## src/rrc_pkg.sv

```systemverilog
// rrc_pkg: types and codes shared by the reconnect retry controller
// request and response payload structs, operation codes, link states, csr indexes
// no dependencies
package rrc_pkg;

   localparam int TIME_W  = 48;
   localparam int COUNT_W = 8;
   localparam int CSR_W   = 32;

   typedef enum logic [2:0] {
      OP_CONNECTED     = 3'd0,
      OP_DROPPED       = 3'd1,
      OP_RECONNECTED   = 3'd2,
      OP_TICK          = 3'd3,
      OP_ATTEMPT_START = 3'd4,
      OP_ATTEMPT_FAIL  = 3'd5,
      OP_CANCEL        = 3'd6,
      OP_MANUAL_RETRY  = 3'd7
   } op_type;

   typedef enum logic [2:0] {
      LINK_IDLE        = 3'd0,
      LINK_CONNECTED   = 3'd1,
      LINK_WAITING     = 3'd2,
      LINK_RETRYING    = 3'd3,
      LINK_RECONNECTED = 3'd4,
      LINK_GAVE_UP     = 3'd5,
      LINK_CANCELLED   = 3'd6
   } link_type;

   typedef enum logic [6:0] {
      MODE_IDLE        = 7'b0000001,
      MODE_CONNECTED   = 7'b0000010,
      MODE_WAITING     = 7'b0000100,
      MODE_RETRYING    = 7'b0001000,
      MODE_RECONNECTED = 7'b0010000,
      MODE_GAVE_UP     = 7'b0100000,
      MODE_CANCELLED   = 7'b1000000
   } mode_type;

   typedef enum logic [1:0] {
      CSR_MAX_ATTEMPTS   = 2'd0,
      CSR_RESUME_WINDOW  = 2'd1,
      CSR_RETRY_INTERVAL = 2'd2
   } csr_index_type;

   localparam logic [COUNT_W-1:0] MAX_ATTEMPTS_RESET   = 8'd5;
   localparam logic [CSR_W-1:0]   RESUME_WINDOW_RESET  = 32'd60000;
   localparam logic [CSR_W-1:0]   RETRY_INTERVAL_RESET = 32'd2000;
   localparam logic [COUNT_W-1:0] COUNT_MAX            = '1;
   localparam logic [TIME_W-1:0]  TIME_MAX             = '1;

   typedef struct packed {
      logic [2:0]        operation;
      logic [TIME_W-1:0] now_ms;
   } req_type;

   typedef struct packed {
      logic [2:0]         link_state;
      logic [COUNT_W-1:0] attempt_count;
      logic               attempt_due;
   } rsp_type;

endpackage

```

## src/reconnect_retry_controller.sv

```systemverilog
// reconnect_retry_controller: top level of the link reconnect controller
// holds the request register, the event logic, link state and the response register
// depends on rrc_pkg
//
// Each request is one link event with a millisecond timestamp and gives exactly one
// response with the link state and attempt count after the event, plus an attempt-due
// flag for ticks. A request can be accepted every cycle while responses are taken; its
// response passes through the request register, then one pass of event logic into the
// response register, and is held until taken. While a response waits, one more request
// can sit in the request register before the input stalls. The next request already
// sees the state left by the previous one. The csr port sets the attempt limit, resume
// window and retry interval; write it only while idle.
module reconnect_retry_controller
   import rrc_pkg::*;
(
   input  logic              clock,
   input  logic              reset,
   input  logic              req_valid,
   output logic              req_ready,
   input  req_type           req_data,
   output logic              rsp_valid,
   input  logic              rsp_ready,
   output rsp_type           rsp_data,
   input  logic              csr_we,
   input  logic [1:0]        csr_index,
   input  logic [CSR_W-1:0]  csr_wdata
);

   logic               req_valid_ff;
   req_type            req_ff;
   logic               rsp_valid_ff;
   rsp_type            rsp_ff;
   rsp_type            rsp_in;

   logic [COUNT_W-1:0] max_attempts_ff;
   logic [CSR_W-1:0]   resume_window_ff;
   logic [CSR_W-1:0]   retry_interval_ff;

   mode_type           mode_ff, mode_in;
   logic [COUNT_W-1:0] attempts_ff, attempts_in;
   logic [TIME_W-1:0]  drop_time_ff, drop_time_in;
   logic [TIME_W-1:0]  next_time_ff, next_time_in;

   logic               advance;
   logic [TIME_W-1:0]  now;
   logic [TIME_W-1:0]  elapsed;
   logic               limit_reached;
   logic [TIME_W:0]    next_sum;
   logic               due;
   link_type           link_code;

   assign advance   = req_valid_ff && (!rsp_valid_ff || rsp_ready);
   assign req_ready = !req_valid_ff || advance;
   assign rsp_valid = rsp_valid_ff;
   assign rsp_data  = rsp_ff;
   assign now       = req_ff.now_ms;

   // expiry test: attempt limit or resume window passed since drop
   assign elapsed       = now - drop_time_ff;
   assign limit_reached = (attempts_ff >= max_attempts_ff) ||
                          ((now >= drop_time_ff) &&
                           (elapsed > {{(TIME_W-CSR_W){1'b0}}, resume_window_ff}));
   assign next_sum      = {1'b0, now} + {{(TIME_W+1-CSR_W){1'b0}}, retry_interval_ff};

   always_comb begin
      mode_in      = mode_ff;
      attempts_in  = attempts_ff;
      drop_time_in = drop_time_ff;
      next_time_in = next_time_ff;
      due          = 1'b0;
      case (req_ff.operation)
         OP_CONNECTED: begin
            mode_in     = MODE_CONNECTED;
            attempts_in = '0;
         end
         OP_DROPPED: begin
            if (!(mode_ff inside {MODE_WAITING, MODE_RETRYING, MODE_GAVE_UP,
                                  MODE_CANCELLED})) begin
               mode_in      = MODE_WAITING;
               drop_time_in = now;
               next_time_in = now;
               attempts_in  = '0;
            end
         end
         OP_RECONNECTED: begin
            mode_in = MODE_RECONNECTED;
         end
         OP_TICK: begin
            if (mode_ff == MODE_WAITING) begin
               if (limit_reached) begin
                  mode_in = MODE_GAVE_UP;
               end else begin
                  due = (now >= next_time_ff);
               end
            end
         end
         OP_ATTEMPT_START: begin
            mode_in = MODE_RETRYING;
            if (attempts_ff != COUNT_MAX) begin
               attempts_in = attempts_ff + COUNT_W'(1);
            end
            next_time_in = next_sum[TIME_W] ? TIME_MAX : next_sum[TIME_W-1:0];
         end
         OP_ATTEMPT_FAIL: begin
            if (mode_ff == MODE_RETRYING) begin
               mode_in = limit_reached ? MODE_GAVE_UP : MODE_WAITING;
            end
         end
         OP_CANCEL: begin
            if (mode_ff inside {MODE_WAITING, MODE_RETRYING}) begin
               mode_in = MODE_CANCELLED;
            end
         end
         OP_MANUAL_RETRY: begin
            if (mode_ff inside {MODE_GAVE_UP, MODE_CANCELLED}) begin
               mode_in      = MODE_WAITING;
               drop_time_in = now;
               next_time_in = now;
               attempts_in  = '0;
            end
         end
         default: begin
            mode_in = mode_ff;
         end
      endcase
   end

   always_comb begin
      case (mode_in)
         MODE_IDLE:        link_code = LINK_IDLE;
         MODE_CONNECTED:   link_code = LINK_CONNECTED;
         MODE_WAITING:     link_code = LINK_WAITING;
         MODE_RETRYING:    link_code = LINK_RETRYING;
         MODE_RECONNECTED: link_code = LINK_RECONNECTED;
         MODE_GAVE_UP:     link_code = LINK_GAVE_UP;
         MODE_CANCELLED:   link_code = LINK_CANCELLED;
         default:          link_code = LINK_IDLE;
      endcase
      rsp_in.link_state    = link_code;
      rsp_in.attempt_count = attempts_in;
      rsp_in.attempt_due   = due;
   end

   // request register
   always_ff @(posedge clock) begin
      if (reset) begin
         req_valid_ff <= 1'b0;
      end else if (req_ready) begin
         req_valid_ff <= req_valid;
      end
      if (req_valid && req_ready) begin
         req_ff <= req_data;
      end
   end

   // response register
   always_ff @(posedge clock) begin
      if (reset) begin
         rsp_valid_ff <= 1'b0;
      end else if (advance) begin
         rsp_valid_ff <= 1'b1;
      end else if (rsp_ready) begin
         rsp_valid_ff <= 1'b0;
      end
      if (advance) begin
         rsp_ff <= rsp_in;
      end
   end

   // link state
   always_ff @(posedge clock) begin
      if (reset) begin
         mode_ff      <= MODE_IDLE;
         attempts_ff  <= '0;
         drop_time_ff <= '0;
         next_time_ff <= '0;
      end else if (advance) begin
         mode_ff      <= mode_in;
         attempts_ff  <= attempts_in;
         drop_time_ff <= drop_time_in;
         next_time_ff <= next_time_in;
      end
   end

   // csr registers
   always_ff @(posedge clock) begin
      if (reset) begin
         max_attempts_ff   <= MAX_ATTEMPTS_RESET;
         resume_window_ff  <= RESUME_WINDOW_RESET;
         retry_interval_ff <= RETRY_INTERVAL_RESET;
      end else if (csr_we) begin
         case (csr_index)
            CSR_MAX_ATTEMPTS:   max_attempts_ff   <= csr_wdata[COUNT_W-1:0];
            CSR_RESUME_WINDOW:  resume_window_ff  <= csr_wdata;
            CSR_RETRY_INTERVAL: retry_interval_ff <= csr_wdata;
            default: begin
               max_attempts_ff <= max_attempts_ff;
            end
         endcase
      end
   end

endmodule
```

## config.mk

```make
export PLATFORM = sky130hd
export DESIGN_NAME = reconnect_retry_controller
export DESIGN_NICKNAME = d
export VERILOG_FILES = /design/src/rrc_pkg.sv /design/src/reconnect_retry_controller.sv
export SDC_FILE = /design/constraint.sdc
export NUM_CORES = 1
export LEC_CHECK = 0
export BUFFER_PORTS_ARGS = -buffer_cell sky130_fd_sc_hd__buf_2
export CORE_AREA = 4 4 172 174
export DETAILED_ROUTE_END_ITERATION = 7
export DIE_AREA = 0 0 176 178
export PLACE_DENSITY = 0.86
export SYNTH_ARGS = -nofsm -noshare
export SYNTH_HDL_FRONTEND = slang
export SYNTH_SLANG_ARGS = --single-unit
```

## constraint.sdc

```tcl
create_clock -name clock -period 6.8 [get_ports clock]
set_input_delay 1.36 -clock clock [delete_from_list [all_inputs] [get_ports clock]]
set_output_delay 1.36 -clock clock [all_outputs]
set_load 0.03 [all_outputs]
```

# Word-level counts from Yosys, hierarchy flattened
# Index checks and enable logic that the tools add are counted.
dict set report word_totals {
  elab_cells 87
  out_inout_bits 14
  register_bits 248
  inputBits 90
}
dict set report classes {
  reduce_logical 22
  order_cmp 4
  bitwise_logic 2
  muxes 20
  n_eq_ne 22
  add_sub_neg 3
}
# operator n
set op_table {}
lappend op_table {{48-bit 2-to-1 mux} 3}
lappend op_table {{48-bit case mux with 3 select lines} 1}
lappend op_table {{48-bit greater-or-equal comparator} 2}
lappend op_table {{48-bit case mux with 2 select lines} 1}
lappend op_table {{7-bit case mux with 8 select lines} 1}
lappend op_table {{48-bit by 32-bit adder with 49-bit output} 1}
lappend op_table {{48-bit by 32-bit greater-than comparator with 1-bit output} 1}
lappend op_table {{48-bit subtractor} 1}
lappend op_table {{7-bit 2-to-1 mux} 6}
lappend op_table {{8-bit case mux with 4 select lines} 1}
lappend op_table {{8-bit 2-to-1 mux} 3}
lappend op_table {{3-bit case mux with 6 select lines} 1}
lappend op_table {{7-bit by 3-bit equality test with 1-bit output (second input constant)} 2}
lappend op_table {{7-bit by 4-bit equality test with 1-bit output (second input constant)} 2}
lappend op_table {{7-bit by 6-bit equality test with 1-bit output (second input constant)} 2}
lappend op_table {{7-bit equality test (second input constant)} 2}
lappend op_table {{3-bit equality test (second input constant)} 4}
lappend op_table {{8-bit by 1-bit adder with 8-bit output (second input constant)} 1}
lappend op_table {{8-bit greater-or-equal comparator} 1}
lappend op_table {{8-bit != test (second input constant)} 1}
lappend op_table {{4-bit AND reduction} 2}
lappend op_table {{2-bit nonzero test} 4}
lappend op_table {{7-bit by 2-bit equality test with 1-bit output (second input constant)} 1}
lappend op_table {{7-bit by 5-bit equality test with 1-bit output (second input constant)} 1}
lappend op_table {{other kinds (17)} 28}

# Longest topological paths before layout
dict set report logic_depth {
  word_depth 9
  mapped_depth 24
}

# Worst setup path before layout
# OpenSTA, ideal clock, no wires.
dict set report synth_path {
  kind {reg-to-reg}
  from {register req_ff, in the netlist now[0]}
  to {register rsp_ff, in the netlist rsp_data[10], data pin}
  t_required_ps 6654
  synth_period_minus_slack_ps 5772
  setup_slack_ps 1028
  path_stages_with_launch 25
  setup_time_ps 146
  n_path_buf 0
  t_arrival_ps 5626
  path_cell_list {edfxtp_1 > inv_1 > ha_1 > fa_1 > nand2b_1 > a21o_1 > a22o_1 > o31ai_1 > a31oi_1 > o21ai_0 > a21oi_1 > xnor2_1 > ha_1 > nand4_1 > and4bb_2 > nand3_1 > a22o_1 > nor4b_2 > o2111ai_1 > a311o_2 > nor4_1 > nor4b_4 > o22ai_2 > or4_1 > a21oi_1}
}
dict set report synth_between {
  elab_chain_len 9
}
# item line
set synth_lines {}
lappend synth_lines {{from (decl)} reconnect_retry_controller.sv:30} ;# req_type req_ff;
lappend synth_lines {{from (signal assigned)} reconnect_retry_controller.sv:152} ;# req_ff <= req_data;
lappend synth_lines {{48-bit subtractor} reconnect_retry_controller.sv:59} ;# assign elapsed = now - drop_time_ff;
lappend synth_lines {{48-bit by 32-bit greater-than comparator with 1-bit output} reconnect_retry_controller.sv:62} ;# (elapsed > {{(TIME_W-CSR_W){1'b0}}, resume_window_ff}));
lappend synth_lines {{1-bit logical AND *} reconnect_retry_controller.sv:61} ;# ((now >= drop_time_ff) &&
lappend synth_lines {{1-bit logical OR *} reconnect_retry_controller.sv:60} ;# assign limit_reached = (attempts_ff >= max_attempts_ff) ||
lappend synth_lines {{7-bit 2-to-1 mux / 6-bit 2-to-1 mux (equally long branches)} {reconnect_retry_controller.sv:90, reconnect_retry_controller.sv:106}}
lappend synth_lines {{7-bit 2-to-1 mux, on equally long branches} {reconnect_retry_controller.sv:89, reconnect_retry_controller.sv:105}}
lappend synth_lines {{7-bit case mux with 8 select lines *} reconnect_retry_controller.sv:71} ;# case (req_ff.operation)
lappend synth_lines {{7-bit equality test (tied with other cells)} reconnect_retry_controller.sv:129} ;# case (mode_in)
lappend synth_lines {{3-bit case mux with 6 select lines *} reconnect_retry_controller.sv:129}
lappend synth_lines {{net link_code[1]} reconnect_retry_controller.sv:50} ;# link_type link_code;
lappend synth_lines {{to (signal assigned)} reconnect_retry_controller.sv:166} ;# rsp_ff <= rsp_in;
lappend synth_lines {{to (decl)} reconnect_retry_controller.sv:32} ;# rsp_type rsp_ff;
# Mark *: on every way through the listed nets, which the timed path passes. The rest lies on a longest branch.
# A chain may end at the register's enable or synchronous reset.

# Final worst setup path
dict set report layout_path {
  from {register req_ff, in the netlist now[0]}
  to {register rsp_ff, in the netlist rsp_data[11], data pin}
}
# Same word-level chain as after synthesis.

==> results.py <==
metrics = {
    "synth": {
        "yosysWarnings": 0,
        "synth_ff_type": "dfxtp_1",
        "synth.yosys.seq_area_share_pct": 33.8,
        "synth_seq_cells": 248,
        "synth_area_leader_cell": "dfxtp_1",
        "synth_async_sr_flop_share_pct": 0,
        "synthesis.nets": 2364,
        "synth_area_mm2": 0.0166,
        "netlist.area_leader.share_pct": 22.4,
        "post_synth.cell_area_avg_um2": 7.87,
        "synth_cell_type_count": 87,
        "yosys-top-cells-area": "dfxtp_1, ha_1, edfxtp_1",
        "synth_edf_count": 63,
        "syn_inst": 2103,
    },
    "cts": {
        "clk_latency_ns": 0.56,
        "cts_tree": "done",
        "cts_max_level": 1,
        "path_clk_slew_ns": 0.06,
        "root_buffer": "clkbuf_16",
        "numCtsBuffers": 28,
        "holdBufCountCts": 0,
        "cts.sinks": 248,
        "clock_path_buffers": 3,
    },
    "route": {
        "top_layer": "met5",
        "ant_nets": 0,
        "routed-wl-met2_um": 21600,
        "drt_wl_total_um": 46200,
        "dr.pass1.iters": 6,
        "num_vias": 15600,
        "met1_length_um": 19600,
        "drt_iter0_drc": 1483,
        "wl_per_cell_um": 18.0,
        "drcViolationCount": 0,
        "dr_wl_met3_um": 3180,
        "vias_per_cell": 6.07,
    },
    "floorplanning": {
        "die_h_um": 178,
        "die_w_um": 176,
        "die_area_mm2": 0.0313,
        "fp.coreArea_mm2": 0.0278,
        "start_util_pct": 59.6,
        "num_rows": 61,
        "ios": 104,
    },
    "timing": {
        "grt_setup_unrepaired": "false",
        "finalCritPeriodShare_pct": 92.4,
        "setup_viol": 0,
        "fin_skew_ns": 0.0196,
        "fmax_mhz": 159,
        "maxSlewHeadroom_pct": 25.6,
        "tightestPinTransition_ns": 1.10,
        "hold_viol_final": 0,
        "drv_slew": 0,
        "final.min_clock_period_ns": 6.28,
        "setup_tns_ns": 0,
    },
    "power": {
        "pwr_density_cell_mw_per_mm2": 214,
        "p_leak_nw": 7.09,
        "vdd_ir_drop_max_mv": 0.197,
    },
    "status": {
        "run_status": "complete, no violations",
    },
    "finish": {
        "antenna_cells": 0,
        "drive_above_1_share_pct": 9.48,
        "fin_area_mm2": 0.0183,
        "fin_nets": 2423,
        "area_delta_synth_final_pct": 10.7,
        "final_common_cell": "nand2_1",
        "post-route-util_pct": 66.0,
        "final.fill_count": 2384,
        "layout_common_cells": "nand2_1, a21oi_1, dfxtp_1",
    },
    "critical_path": {
        "path_max_fanout": 5,
        "slowest_stage": "fa_1",
        "start_kind": "flip-flop",
        "criticalPathCategory": "flip-flop to flip-flop",
        "end_kind": "flip-flop",
        "crit_arrival_ns": 6.57,
        "cpPeakStageDelay_ns": 0.40,
        "required_ns": 7.09,
    },
    "place": {
        "dp_hpwl_um": 34200,
        "gp_congestion": 0.968,
        "placedInstanceArea_mm2": 0.0173,
        "io_buffers": 103,
    },
    "grt": {
        "overflow": 0,
        "grt_pass1_wl_um": 75100,
        "grt_usage_pct": 29.1,
        "grt_max_degree": 90,
        "grt_pass1_vias": 15200,
        "antenna_found_initial": 1,
    },
    "job": {
        "maxCapViolations": 0,
    },
    "min_path": {
        "hold_class": "flip-flop to flip-flop",
    },
}
-- final timing paths --
| path | startpoint | end | slack [ns] | depth (start not counted) |
|---|---|---|---|---|
| worst max-delay path | now[0]$_DFFE_PP_ | rsp_data[11]$_DFFE_PP_ | 0.52 | 25 |
| worst min-delay path | drop_time_ff[14]$_SDFFE_PP0P_ | drop_time_ff[14]$_SDFFE_PP0P_ | 0.45 | 2 |
| worst max register to register | now[0]$_DFFE_PP_ | rsp_data[11]$_DFFE_PP_ | 0.52 | 25 |
| worst min register to register | drop_time_ff[14]$_SDFFE_PP0P_ | drop_time_ff[14]$_SDFFE_PP0P_ | 0.45 | 2 |
-- final cells by class --
cell class / count / area [um^2] / share of cell area [%]
Multi-Input combinational cell: 1592 / 9990 / 54.5
Tap cell: 378 / 473 / 2.58
Sequential cell: 248 / 5600 / 30.5
Inverter: 172 / 646 / 3.52
Clock inverter: 20 / 258 / 1.41
Clock buffer: 32 / 716 / 3.91
Timing Repair Buffer: 120 / 646 / 3.52
-- critical path: cells and delay by family (launching register included) --
family,cells,cell delay (ns)
AO/OA/AOI/OAI,11,2.48
XOR/XNOR,1,0.14
adder cells (fa/ha/maj),3,0.89
buffers and inverters,2,0.26
flip-flops,1,0.39
multiplexers,1,0.20
AND/OR/NAND/NOR,7,1.66
-- flip-flops by register name (all words and copies together), names as in the netlist --
name	flops
attempts_ff	8
drop_time_ff	48
max_attempts_ff	8
mode_ff	7
next_time_ff	48
now	48
req_ff	3
req_valid_ff	1
resume_window_ff	32
retry_interval_ff	32
rsp_data	12
rsp_valid	1
-- logic make-up (layout without fill, tap and decap cells) --
logic type | Yosys count | count (layout) | share of synthesized area [%]
compound gates | 618 | 618 | 22.6
fa+ha+maj | 171 | 171 | 13.0
flops | 248 | 248 | 33.8
mux | 8 | 8 | 0.491
xor+xnor | 79 | 79 | 4.18
buf+inv | 263 | 344 | 6.12
simple gates | 716 | 716 | 19.8
-- stage by stage --
step	cells	setup WS (ns)	total power, mW	hold slack, ns
5_1_grt	2562	0.0359	4.08	0.469
4_1_cts	2561	0.326	3.93	0.454
6_report	2562	0.517	3.93	0.454
2_1_floorplan	2103	1.03	2.13	0.436
3_3_place_gp	2509	0.439	2.30	0.441
3_5_place_dp	2509	0.384	2.32	0.447
-- Yosys cell counts (7+ instances only) --
library cell  count
nor3_1           21
a21oi_2           9
inv_1           171
or2_2             8
nand2b_1         25
nor4_1            8
nand2_1         335
nand3_1          35
o21ai_0         127
dfxtp_1         185
a211oi_1         14
o21a_1           13
a221oi_1         20
a31oi_1          13
xnor2_1          51
edfxtp_1         63
nor2_1          158
mux2i_1           7
and3_1           11
a21oi_1         286
nor2b_1          20
and2_1           10
or3_1            13
o211ai_1          9
o21bai_1          7
o21ai_1           8
ha_1            169
a21o_1           44
buf_2            12
xor2_1           28
clkbuf_1         71
nand4_1          39
-- metal layers --
layer,GRT usage [%],up-vias
met5,0,-
met4,10.8,2
met3,3.52,118
met2,49.5,597
met1,38.2,7324
li1,-,7513
-- report_power, final --
| part | total [mW] | switching [mW] | leakage, nW | internal (mW) |
|---|---|---|---|---|
| Sequential | 1.62 | 0.0521 | 2.11 | 1.57 |
| Clock | 1.61 | 0.630 | 0.478 | 0.981 |
| Combinational | 0.692 | 0.423 | 4.50 | 0.269 |
-- timing repair --
item / 4_1_cts / 5_1_grt
resized for setup: 0 / 2
buffers inserted: 0 / 1
setup endpoints to repair: 0 / 2
No activity file was read; power rests on OpenSTA's default activity.
